===== config.mk =====
export PLATFORM = sky130hd
export DESIGN_NAME = set_intersection_unique_core
export DESIGN_NICKNAME = d
export VERILOG_FILES = /design/src/rtl/scu_pkg.sv /design/src/rtl/scu_ram.sv /design/src/rtl/scu_ctrl.sv /design/src/rtl/set_intersection_unique_core.sv
export VERILOG_INCLUDE_DIRS = /design/src /design/src/rtl
export SDC_FILE = /design/constraint.sdc
export NUM_CORES = 2
export LEC_CHECK = 0
export BUFFER_PORTS_ARGS = -buffer_cell sky130_fd_sc_hd__buf_2
export CORE_ASPECT_RATIO = 1.1
export CORE_MARGIN = 2
export CORE_UTILIZATION = 59
export DETAILED_ROUTE_END_ITERATION = 10
export GPL_ROUTABILITY_DRIVEN = 0
export GPL_TIMING_DRIVEN = 0
export PLACE_DENSITY = 0.75
export REMOVE_ABC_BUFFERS = 1
export SLEW_MARGIN = 20
export SYNTH_ARGS = -nofsm -noshare
export SYNTH_HDL_FRONTEND = slang
export SYNTH_SLANG_ARGS = --single-unit

===== constraint.sdc =====
create_clock -name i_clk -period 9.76 [get_ports i_clk]
set_input_delay 1.952 -clock i_clk [delete_from_list [all_inputs] [get_ports i_clk]]
set_output_delay 1.952 -clock i_clk [all_outputs]
set_load 0.01 [all_outputs]

===== src/rtl/assert_macros.svh =====
// Assertion macros used by the RTL modules (included by scu_ctrl).
`ifndef ASSERT_MACROS_SVH
`define ASSERT_MACROS_SVH

// Clocked check, disabled while reset is asserted.
`define ASSERT_CLK(label, prop, msg) \
    label: assert property (@(posedge i_clk) disable iff (!i_rst_n) prop) else $error(msg);

// Clocked check that also holds during reset.
`define ASSERT_CLK_ALWAYS(label, prop, msg) \
    label: assert property (@(posedge i_clk) prop) else $error(msg);

`endif


===== src/rtl/scu_pkg.sv =====
// Package: sizes, types and state codes of the set intersection core.
`default_nettype none

package scu_pkg;

    localparam int CAPACITY = 64;
    localparam int DATA_W   = 32;
    localparam int IDX_W    = (CAPACITY > 1) ? $clog2(CAPACITY) : 1;
    localparam int CNT_W    = $clog2(CAPACITY + 1);

    typedef enum logic [1:0] {
        S_IDLE,
        S_SCAN,
        S_UPDATE
    } t_state;

    typedef struct packed {
        logic              reported;
        logic [DATA_W-1:0] value;
    } t_word;

    typedef struct packed {
        logic             en;
        logic [IDX_W-1:0] addr;
        t_word            data;
    } t_mem_wr;

    typedef struct packed {
        logic [DATA_W-1:0] value;
        logic              new_match;
        logic              set_full;
    } t_result;

endpackage

`default_nettype wire


===== src/rtl/scu_ram.sv =====
// Simple dual-port RAM, one write and one registered read per cycle.
`default_nettype none

module scu_ram #(
    parameter int DEPTH = 64,
    parameter int AW    = 6,
    parameter int DW    = 33
) (
    input  wire logic          i_clk,
    input  wire logic          i_we,
    input  wire logic [AW-1:0] i_waddr,
    input  wire logic [DW-1:0] i_wdata,
    input  wire logic          i_re,
    input  wire logic [AW-1:0] i_raddr,
    output      logic [DW-1:0] o_rdata
);

    logic [DW-1:0] r_mem [DEPTH];

    always_ff @(posedge i_clk) begin
        if (i_we) begin
            r_mem[i_waddr] <= i_wdata;
        end
    end

    always_ff @(posedge i_clk) begin
        if (i_re) begin
            o_rdata <= r_mem[i_raddr];
        end
    end

endmodule

`default_nettype wire


===== src/rtl/scu_ctrl.sv =====
// Scan controller: searches the stored entries, then updates them and forms the result.
`default_nettype none

`include "assert_macros.svh"

module scu_ctrl (
    input  wire logic                         i_clk,
    input  wire logic                         i_rst_n,
    input  wire logic                         i_start,
    input  wire logic                         i_mode,
    input  wire logic [scu_pkg::DATA_W-1:0]   i_item_value,
    input  wire logic                         i_last,
    output      logic                         o_busy,
    output      logic                         o_rd_en,
    output      logic [scu_pkg::IDX_W-1:0]    o_rd_addr,
    input  wire scu_pkg::t_word               i_rd_data,
    output      scu_pkg::t_mem_wr             o_wr,
    output      scu_pkg::t_result             o_res,
    output      logic                         o_res_stb
);

    scu_pkg::t_state                r_state;
    scu_pkg::t_state                n_state;
    logic                           r_mode;
    logic [scu_pkg::DATA_W-1:0]     r_val;
    logic                           r_last;
    logic [scu_pkg::CNT_W-1:0]      r_count;
    logic [scu_pkg::CNT_W-1:0]      n_count;
    logic [scu_pkg::CNT_W-1:0]      r_rd_idx;
    logic                           r_cmp_v;
    logic [scu_pkg::IDX_W-1:0]      r_cmp_idx;
    logic                           r_hit;
    logic [scu_pkg::IDX_W-1:0]      r_hit_idx;
    logic                           r_hit_rep;

    logic accept;
    logic rd_live;
    logic cmp_hit;
    logic has_room;

    assign accept   = i_start && (r_state == scu_pkg::S_IDLE);
    assign rd_live  = r_rd_idx < r_count;
    assign cmp_hit  = r_cmp_v && (i_rd_data.value == r_val);
    assign has_room = r_count < scu_pkg::CNT_W'(scu_pkg::CAPACITY);

    // next state
    always_comb begin
        n_state = r_state;
        case (r_state)
            scu_pkg::S_IDLE: begin
                if (accept) begin
                    n_state = scu_pkg::S_SCAN;
                end
            end
            scu_pkg::S_SCAN: begin
                if (cmp_hit || !rd_live) begin
                    n_state = scu_pkg::S_UPDATE;
                end
            end
            scu_pkg::S_UPDATE: begin
                n_state = scu_pkg::S_IDLE;
            end
            default: begin
                n_state = scu_pkg::S_IDLE;
            end
        endcase
    end

    // outputs
    always_comb begin
        o_busy          = 1'b1;
        o_rd_en         = 1'b0;
        o_rd_addr       = r_rd_idx[scu_pkg::IDX_W-1:0];
        o_wr            = '0;
        o_res.value     = r_val;
        o_res.new_match = 1'b0;
        o_res.set_full  = 1'b0;
        o_res_stb       = 1'b0;
        n_count         = r_count;
        case (r_state)
            scu_pkg::S_IDLE: begin
                o_busy = 1'b0;
            end
            scu_pkg::S_SCAN: begin
                o_rd_en = rd_live && !cmp_hit;
            end
            scu_pkg::S_UPDATE: begin
                o_res_stb = 1'b1;
                if (!r_mode) begin
                    if (!r_hit && has_room) begin
                        o_wr.en            = 1'b1;
                        o_wr.addr          = r_count[scu_pkg::IDX_W-1:0];
                        o_wr.data.reported = 1'b0;
                        o_wr.data.value    = r_val;
                        n_count            = r_count + scu_pkg::CNT_W'(1);
                    end
                    o_res.set_full = !r_hit && !has_room;
                end else begin
                    if (r_hit && !r_hit_rep) begin
                        o_wr.en            = 1'b1;
                        o_wr.addr          = r_hit_idx;
                        o_wr.data.reported = 1'b1;
                        o_wr.data.value    = r_val;
                        o_res.new_match    = 1'b1;
                    end
                    if (r_last) begin
                        n_count = '0;
                    end
                end
            end
            default: begin
                o_busy = 1'b1;
            end
        endcase
    end

    always_ff @(posedge i_clk) begin
        if (!i_rst_n) begin
            r_state <= scu_pkg::S_IDLE;
            r_count <= '0;
            r_cmp_v <= 1'b0;
        end else begin
            r_state <= n_state;
            r_count <= n_count;
            if (accept) begin
                r_cmp_v <= 1'b0;
            end else if (r_state == scu_pkg::S_SCAN) begin
                r_cmp_v <= o_rd_en;
            end
        end
    end

    always_ff @(posedge i_clk) begin
        if (accept) begin
            r_mode   <= i_mode;
            r_val    <= i_item_value;
            r_last   <= i_last;
            r_rd_idx <= '0;
        end else if (r_state == scu_pkg::S_SCAN) begin
            r_cmp_idx <= r_rd_idx[scu_pkg::IDX_W-1:0];
            r_hit     <= cmp_hit;
            r_hit_rep <= i_rd_data.reported;
            if (cmp_hit) begin
                r_hit_idx <= r_cmp_idx;
            end
            if (o_rd_en) begin
                r_rd_idx <= r_rd_idx + scu_pkg::CNT_W'(1);
            end
        end
    end

    `ASSERT_CLK(a_wr_only_in_update, o_wr.en |-> (r_state == scu_pkg::S_UPDATE), "write outside update")
    `ASSERT_CLK(a_idle_after_result, o_res_stb |=> (r_state == scu_pkg::S_IDLE), "no idle after result")
    `ASSERT_CLK(a_insert_grows_count, (o_wr.en && !r_mode) |=> (r_count == $past(r_count) + scu_pkg::CNT_W'(1)), "count not incremented")
    `ASSERT_CLK(a_match_full_excl, o_res_stb |-> !(o_res.new_match && o_res.set_full), "match and full together")
    `ASSERT_CLK_ALWAYS(a_no_read_in_update, (r_state == scu_pkg::S_UPDATE) |-> !o_rd_en, "read during update")

endmodule

`default_nettype wire


===== src/rtl/set_intersection_unique_core.sv =====
// Top level of the set intersection core: entry memory, scan controller, result register.
//
// Usage:
//   Input: drive i_mode, i_item_value and i_last with start high; the transaction
//   is taken at the rising edge where start is high and busy is low. Mode 0 inserts
//   the value into the set, mode 1 probes it; last on a probe empties the set
//   after that probe's result.
//   Output: each transaction gives one result, shown for exactly one cycle with
//   o_result_strobe high. The receiver cannot stall and must take it then.
//   Timing: a transaction keeps busy high from the accepting edge through the scan
//   of the stored values and the update state; a hit ends the scan early. The
//   result strobe is registered and rises in the cycle after the update. A new
//   transaction can be accepted in the cycle the previous result is shown. The
//   scan rate is set by the entry memory's single read port, one stored entry per cycle.
//   Reset (synchronous, active low) empties the set and returns to idle; the
//   memory itself is not cleared, entries above the fill count are never read.
`default_nettype none

module set_intersection_unique_core (
    input  wire logic                       i_clk,
    input  wire logic                       i_rst_n,
    input  wire logic                       start,
    output      logic                       busy,
    input  wire logic                       i_mode,
    input  wire logic signed [31:0]         i_item_value,
    input  wire logic                       i_last,
    output      logic                       o_result_strobe,
    output      logic signed [31:0]         o_result_value,
    output      logic                       o_new_match,
    output      logic                       o_set_full
);

    logic                        rd_en;
    logic [scu_pkg::IDX_W-1:0]   rd_addr;
    scu_pkg::t_word              rd_data;
    scu_pkg::t_mem_wr            wr;
    scu_pkg::t_result            res;
    logic                        res_stb;

    logic                        r_stb;
    scu_pkg::t_result            r_res;

    scu_ctrl u_ctrl (
        .i_clk        (i_clk),
        .i_rst_n      (i_rst_n),
        .i_start      (start),
        .i_mode       (i_mode),
        .i_item_value (i_item_value),
        .i_last       (i_last),
        .o_busy       (busy),
        .o_rd_en      (rd_en),
        .o_rd_addr    (rd_addr),
        .i_rd_data    (rd_data),
        .o_wr         (wr),
        .o_res        (res),
        .o_res_stb    (res_stb)
    );

    scu_ram #(
        .DEPTH (scu_pkg::CAPACITY),
        .AW    (scu_pkg::IDX_W),
        .DW    ($bits(scu_pkg::t_word))
    ) u_ram (
        .i_clk   (i_clk),
        .i_we    (wr.en),
        .i_waddr (wr.addr),
        .i_wdata (wr.data),
        .i_re    (rd_en),
        .i_raddr (rd_addr),
        .o_rdata (rd_data)
    );

    always_ff @(posedge i_clk) begin
        if (!i_rst_n) begin
            r_stb <= 1'b0;
        end else begin
            r_stb <= res_stb;
        end
    end

    always_ff @(posedge i_clk) begin
        if (res_stb) begin
            r_res <= res;
        end
    end

    assign o_result_strobe = r_stb;
    assign o_result_value  = r_res.value;
    assign o_new_match     = r_res.new_match;
    assign o_set_full      = r_res.set_full;

endmodule

`default_nettype wire


# After elaboration in Yosys (flattened, before gate mapping)

Memories as Yosys holds them, arrays and structs flattened. A register that Yosys moved wholly into a read port is not among the register bits.
Index checks and enable logic that the tools add are counted.

Register bits: 100
RAM bits: 2112
Input port bits: 37
Output and inout port bits: 36
Logic and storage cells: 67
Memories kept: 1

Add/sub/neg operators: 2
$lt $le $gt $ge: 2
Equal/unequal tests: 6
Multiplexer cells: 16
Bitwise gates (word level): 3
Reduce and logical (&&, ||, !) cells: 22

Memories:

| name        | words | width | read ports | clocked after Yosys merged registers in | wr ports | RTL line      | RTL |
|---|---|---|---|---|---|---|---|
| u_ram.r_mem | 64    | 33    | 1          | 1                                       | 1        | scu_ram.sv:18 | `logic [DW-1:0] r_mem [DEPTH];` |

Operators with widths:

| cell                                                                     | number |
|---|---|
| 40-bit 2-to-1 mux                                                        | 4 |
| 32-bit equality test                                                     | 1 |
| 7-bit 2-to-1 mux                                                         | 3 |
| 7-bit by 1-bit adder with 7-bit output (second input constant)           | 2 |
| 2-bit AND reduction                                                      | 4 |
| 7-bit less-than comparator                                               | 1 |
| 7-bit less-than comparator (second input constant)                       | 1 |
| 1-bit logical AND                                                        | 6 |
| 1-bit 2-to-1 mux                                                         | 6 |
| 3-bit AND reduction                                                      | 2 |
| 1-bit logical NOT                                                        | 5 |
| 2-bit 2-to-1 mux                                                         | 2 |
| 2-bit by 1-bit inequality test with 1-bit output (second input constant) | 2 |
| 2-bit one-hot mux with 2 select lines                                    | 1 |
| 2-bit OR reduction                                                       | 2 |
| 1-bit NOT                                                                | 3 |
| 2-bit by 1-bit equality test with 1-bit output (second input constant)   | 1 |
| 2-bit equality test (second input constant)                              | 1 |
| 2-bit logical NOT                                                        | 1 |
| 2-bit inequality test (second input constant)                            | 1 |
| 2-bit nonzero test                                                       | 1 |
| 1-bit logical OR                                                         | 1 |

# Longest topological paths before layout

Depth after elaboration: 7
Mapped depth: 10
Depth with buffers taken out: 7

# Hierarchy

Synthesis repeated with hierarchy kept, for this count alone.

Cell total of the unflattened synthesis: 3901
Area total of the unflattened synthesis: 85752.2 sq um

By module, submodules not included:

| module                       | instances | cells an instance | area each (sq um) | seq. area each (sq um) |
|---|---|---|---|---|
| scu_ram                      | 1         | 3598              | 81523.2           | 64411.8 |
| scu_ctrl                     | 1         | 267               | 3181.8            | 1781.7 |
| set_intersection_unique_core | 1         | 36                | 1047.3            | 1041.0 |

# Worst setup path after synthesis

Ideal clock, no wire load.

Kind: register to register
Start: register u_ctrl.r_state[0]
End: memory u_ram.r_mem[32][0], enable pin
Library setup time: 0.506 ns
Arrival: 5.986 ns
Required time: 9.254 ns
Slack: 3.268 ns
Cell stages (with the launch flop): 7
Cell sequence: dfxtp_1 -> nand2b_1 -> clkbuf_1 -> nor3_2 -> a22o_1 -> nand2_1 -> nor4_1

Cells in the longest elaborated chain, start to end: 4

Ends and longest elaborated chain:

| item                                   | RTL line        | RTL |
|---|---|---|
| from (decl)                            | scu_ctrl.sv:22  | `scu_pkg::t_state r_state;` |
| from (signal assigned)                 | scu_ctrl.sv:119 | `r_state <= scu_pkg::S_IDLE;` |
| from (signal assigned)                 | scu_ctrl.sv:123 | `r_state <= n_state;` |
| 2-bit equality test *                  | scu_ctrl.sv:80  | `case (r_state)` |
| 40-bit 2-to-1 mux *                    | scu_ctrl.sv:80  |  |
| 1-bit 2-to-1 mux                       | scu_ram.sv:21   | `if (i_we) begin` |
| 1-bit 2-to-1 mux (implied by the code) | scu_ram.sv:22   | `r_mem[i_waddr] <= i_wdata;` |
| to (decl)                              | scu_ram.sv:18   |  |

Mark *: on every way between the ends. The rest lies on a longest branch, timed or not.

# Worst setup path after layout

Start: register u_ctrl.r_mode
End: memory u_ram.r_mem[48][12], enable pin

Cells in the longest elaborated chain, start to end: 4

Ends and longest elaborated chain:

| item                                   | RTL line        | RTL |
|---|---|---|
| from (decl)                            | scu_ctrl.sv:24  | `logic r_mode;` |
| from (signal assigned)                 | scu_ctrl.sv:135 | `r_mode <= i_mode;` |
| 40-bit 2-to-1 mux *                    | scu_ctrl.sv:89  | `if (!r_mode) begin` |
| 40-bit 2-to-1 mux *                    | scu_ctrl.sv:80  |  |
| 1-bit 2-to-1 mux                       | scu_ram.sv:21   |  |
| 1-bit 2-to-1 mux (implied by the code) | scu_ram.sv:22   |  |

Marks and branches as above.

==> run summary <==
• **post-route cell area** 99,700 µm²
• **max-cap violations** 0
• **area growth from synthesis to final layout** 16.2%
• **CTS buffer count** 207
• **kind of cell adding the most delay to the critical path** simple AND/OR/NAND/NOR gates
• **number of filler cells placed in the layout** 7,979
• **# setup viols final** 0
• **I/O pin total** 73
• **IO buf count** 72
• **capturing element type of the critical path** flip-flop
• **number of antenna violations at the first check in global routing** 7
• **minimum clock period after layout** 4880 ps
• **total wire length after detailed routing** 232,000 µm
• **DRC viols** 0
• **count of routing violations after the opening detailed-route iteration** 7,237
• **number of distinct standard cells referenced by the synthesized netlist** 57
• **IR Drop Worst-Case VDD** 0.000142 V
• **DP Area** 93,100 µm²
• **post-CTS resize count** 0
• **Final nets** 4,088
• **yosys synthesis warning count** 0
• **clk sinks** 2,245
• **largest fanout on the critical path** 33
• **Slew Limit Headroom** 0.273
• **Die Span X** 368 µm
• **share of layout cells above drive strength 1** 0.303
• **number of buffers and inverters on the critical path** 1
• **critical path data required time** 10,270 ps
• **startpoint type of the worst setup path** flip-flop
• **number of synthesized flops with an enable pin** 2,227
• **detailed-route vias per instance** 7.11
• **Hold Buf Count CTS** 0
• **result of the run** complete, no violations
• **Skew-Pair Late Insertion Delay** 840 ps
• **maximum clock path buffer count** 3
• **Max stage delay on crit path** 1000 ps
• **register bit total from synthesis** 2,245
• **pins over their slew limit** 0
• **global-route wire length before repair** 326,000 µm
• **area of the mapped netlist** 85,800 µm²
• **post-synthesis cell count** 3,734
• **Reg clk slew, reported paths** 70 ps
• **async set-reset flop share out of synthesis** 0
• **sequential fraction of the synthesis area** 0.783
• **clock tree from TritonCTS** done
• **Total Die Area** 149,000 µm²
• **Pwr per Cell Area** 187 nW/µm²
• **first-pass iteration count of the detailed router** 9
• **maximum number of pins on one net before global-route repair** 56
• **antenna viol nets, final** 0
• **starting density of the core** 0.595
• **half-perimeter wire length of the detailed placement result** 138,000 µm
• **area of the core** 144,000 µm²
• **CP arrival** 5400 ps
• **Via Count** 43,700
• **setup total negative slack** 0 ps
• **GRT Residual Overflow** 0
• **Layout Skew** 29.3 ps
• **maximum achievable frequency** 0.205 GHz
• **Leakage** 33.0 nW
• **root cell of the clock tree** sky130_fd_sc_hd__clkbuf_16
• **die height** 404 µm
• **final hold violation count** 0
• **unrepaired setup endpoints after global routing** false
• **H-tree Lvls** 4
• **highest-delay cell along the critical path** sky130_fd_sc_hd__nor2_4
• **global-route usage over all layers** 0.315
• **row count** 146
• **category of the most critical setup path** reg2reg
• **Cell Chain, Critical Path** or3_1 -> nor2_1 -> or2_2 -> nand3b_1 -> nor2_4 -> buf_12
• **buffer count from post-CTS setup fixing** 0
• **routed wire length per instance** 37.7 µm
• **Mapped Avg Cell Area** 23.0 µm²
• **Min-Delay Path Class** reg2reg
• **final worst-path cycle share** 0.500
• **Synth Flop Type** sky130_fd_sc_hd__edfxtp_1
• **number of global-route vias before repair** 44,200
• **Worst Tran Pin Value** 1090 ps
[final cells by class]
cell class | count | area (µm²) | share of cell area
Tap cell | 1924 | 2410 | 0.0241
Antenna cell | 5 | 12.5 | 0.000125
Clock inverter | 114 | 967 | 0.00970
Multi-Input combinational cell | 1284 | 18100 | 0.182
Clock buffer | 269 | 5620 | 0.0564
Inverter | 15 | 62.6 | 0.000627
Timing Repair Buffer | 290 | 5270 | 0.0528
Sequential cell | 2245 | 67300 | 0.674
[metrics by stage]
stage          power [mW]  cells  setup slack [ps]  hold WS [ps]  utilization
4_1_cts              18.7   6141              5140           420        0.691
3_5_place_dp         10.9   5758              5270           411        0.645
5_1_grt              19.1   6141              4940           434        0.691
3_3_place_gp         11.0   5540            -25130           401        0.607
6_report             18.7   6146              4880           427        0.691
2_1_floorplan        10.9   3544            -12280           400            -
[worst paths after layout]
check	from	endpoint	slack [ps]	cells after the start
setup / recovery	u_ctrl.r_mode	u_ram.r_mem[48][12]	4880	6
hold / removal	u_ctrl.r_cmp_idx[4]	u_ctrl.r_hit_idx[4]	430	0
setup reg to reg	u_ctrl.r_mode	u_ram.r_mem[48][12]	4880	6
hold reg to reg	u_ctrl.r_cmp_idx[4]	u_ctrl.r_hit_idx[4]	430	0
[cell families after synthesis]
logic type | share of synthesized area
flops | 0.783
mux | 0.162
simple gates | 0.0174
compound gates | 0.0201
buf+inv | 0.0121
xor+xnor | 0.00367
fa+ha+maj | 0.00117
[synth_stat cells, types with 9 or more instances]
cell type / instances / area share
sky130_fd_sc_hd__nand2_1: 60 / 0.0026
sky130_fd_sc_hd__a221oi_1: 27 / 0.0028
sky130_fd_sc_hd__nor2b_1: 32 / 0.0023
sky130_fd_sc_hd__buf_1: 12 / 0.00052
sky130_fd_sc_hd__mux2i_1: 116 / 0.014
sky130_fd_sc_hd__nor2_1: 96 / 0.0042
sky130_fd_sc_hd__a21oi_1: 57 / 0.0033
sky130_fd_sc_hd__a211oi_1: 48 / 0.0042
sky130_fd_sc_hd__xor2_1: 10 / 0.0010
sky130_fd_sc_hd__buf_2: 67 / 0.0039
sky130_fd_sc_hd__edfxtp_1: 2227 / 0.78
sky130_fd_sc_hd__a22oi_1: 30 / 0.0026
sky130_fd_sc_hd__clkbuf_1: 66 / 0.0029
sky130_fd_sc_hd__nand4_1: 12 / 0.00087
sky130_fd_sc_hd__a22o_1: 21 / 0.0021
sky130_fd_sc_hd__o22ai_1: 9 / 0.00066
sky130_fd_sc_hd__mux4_2: 555 / 0.15
sky130_fd_sc_hd__mux2_2: 25 / 0.0033
sky130_fd_sc_hd__o21ai_0: 13 / 0.00076
sky130_fd_sc_hd__buf_4: 41 / 0.0036
sky130_fd_sc_hd__xnor2_1: 26 / 0.0027
sky130_fd_sc_hd__and2_1: 48 / 0.0035
sky130_fd_sc_hd__inv_1: 14 / 0.00061
sky130_fd_sc_hd__dfxtp_1: 18 / 0.0042
sky130_fd_sc_hd__nand3_1: 14 / 0.00082
[where the power goes]
part	internal, mW	switching [mW]	leakage (nW)
combinational	0.0764	0.122	7.01
clock	4.47	3.50	3.23
sequential	10.5	0.0266	22.8
total	15.0	3.65	33.0
[cells in the final DEF (no fill, tap or decap), drive strengths merged, types with 16 or more instances in the layout]
cell / n
edfxtp: 2227
mux4: 555
buf: 290
clkbuf: 269
mux2i: 116
nor2: 96
clkinv: 89
nand2: 60
a21oi: 57
and2: 49
a211oi: 48
nor2b: 32
a22oi: 30
a221oi: 27
xnor2: 26
mux2: 25
a22o: 21
inv: 19
dfxtp: 18
bufinv: 16
[flip-flops by register name, summed over array words and instances (netlist names)]
name              flops
u_ctrl.r_mode         1
u_ram.r_mem        2112
u_ctrl.r_hit          1
u_ctrl.r_hit_idx      6
u_ctrl.r_val         32
o_set_full            1
u_ctrl.r_cmp_v        1
o_result_strobe       1
u_ctrl.r_count        7
u_ctrl.r_last         1
u_ctrl.r_cmp_idx      6
u_ctrl.r_state        2
u_ram.o_rdata        33
o_new_match           1
u_ctrl.r_hit_rep      1
o_result_value       32
u_ctrl.r_rd_idx       7
[metal layers]
metal  GRT usage  routed length (µm)  vias to the layer above
met2       0.503              113000                     3701
met3      0.0633               26400                      723
li1            -                   -                    16500
met4       0.182               15400                        4
met1       0.411               77000                    22700
met5           0                  26                        -
(Power assumes the default switching activity.)
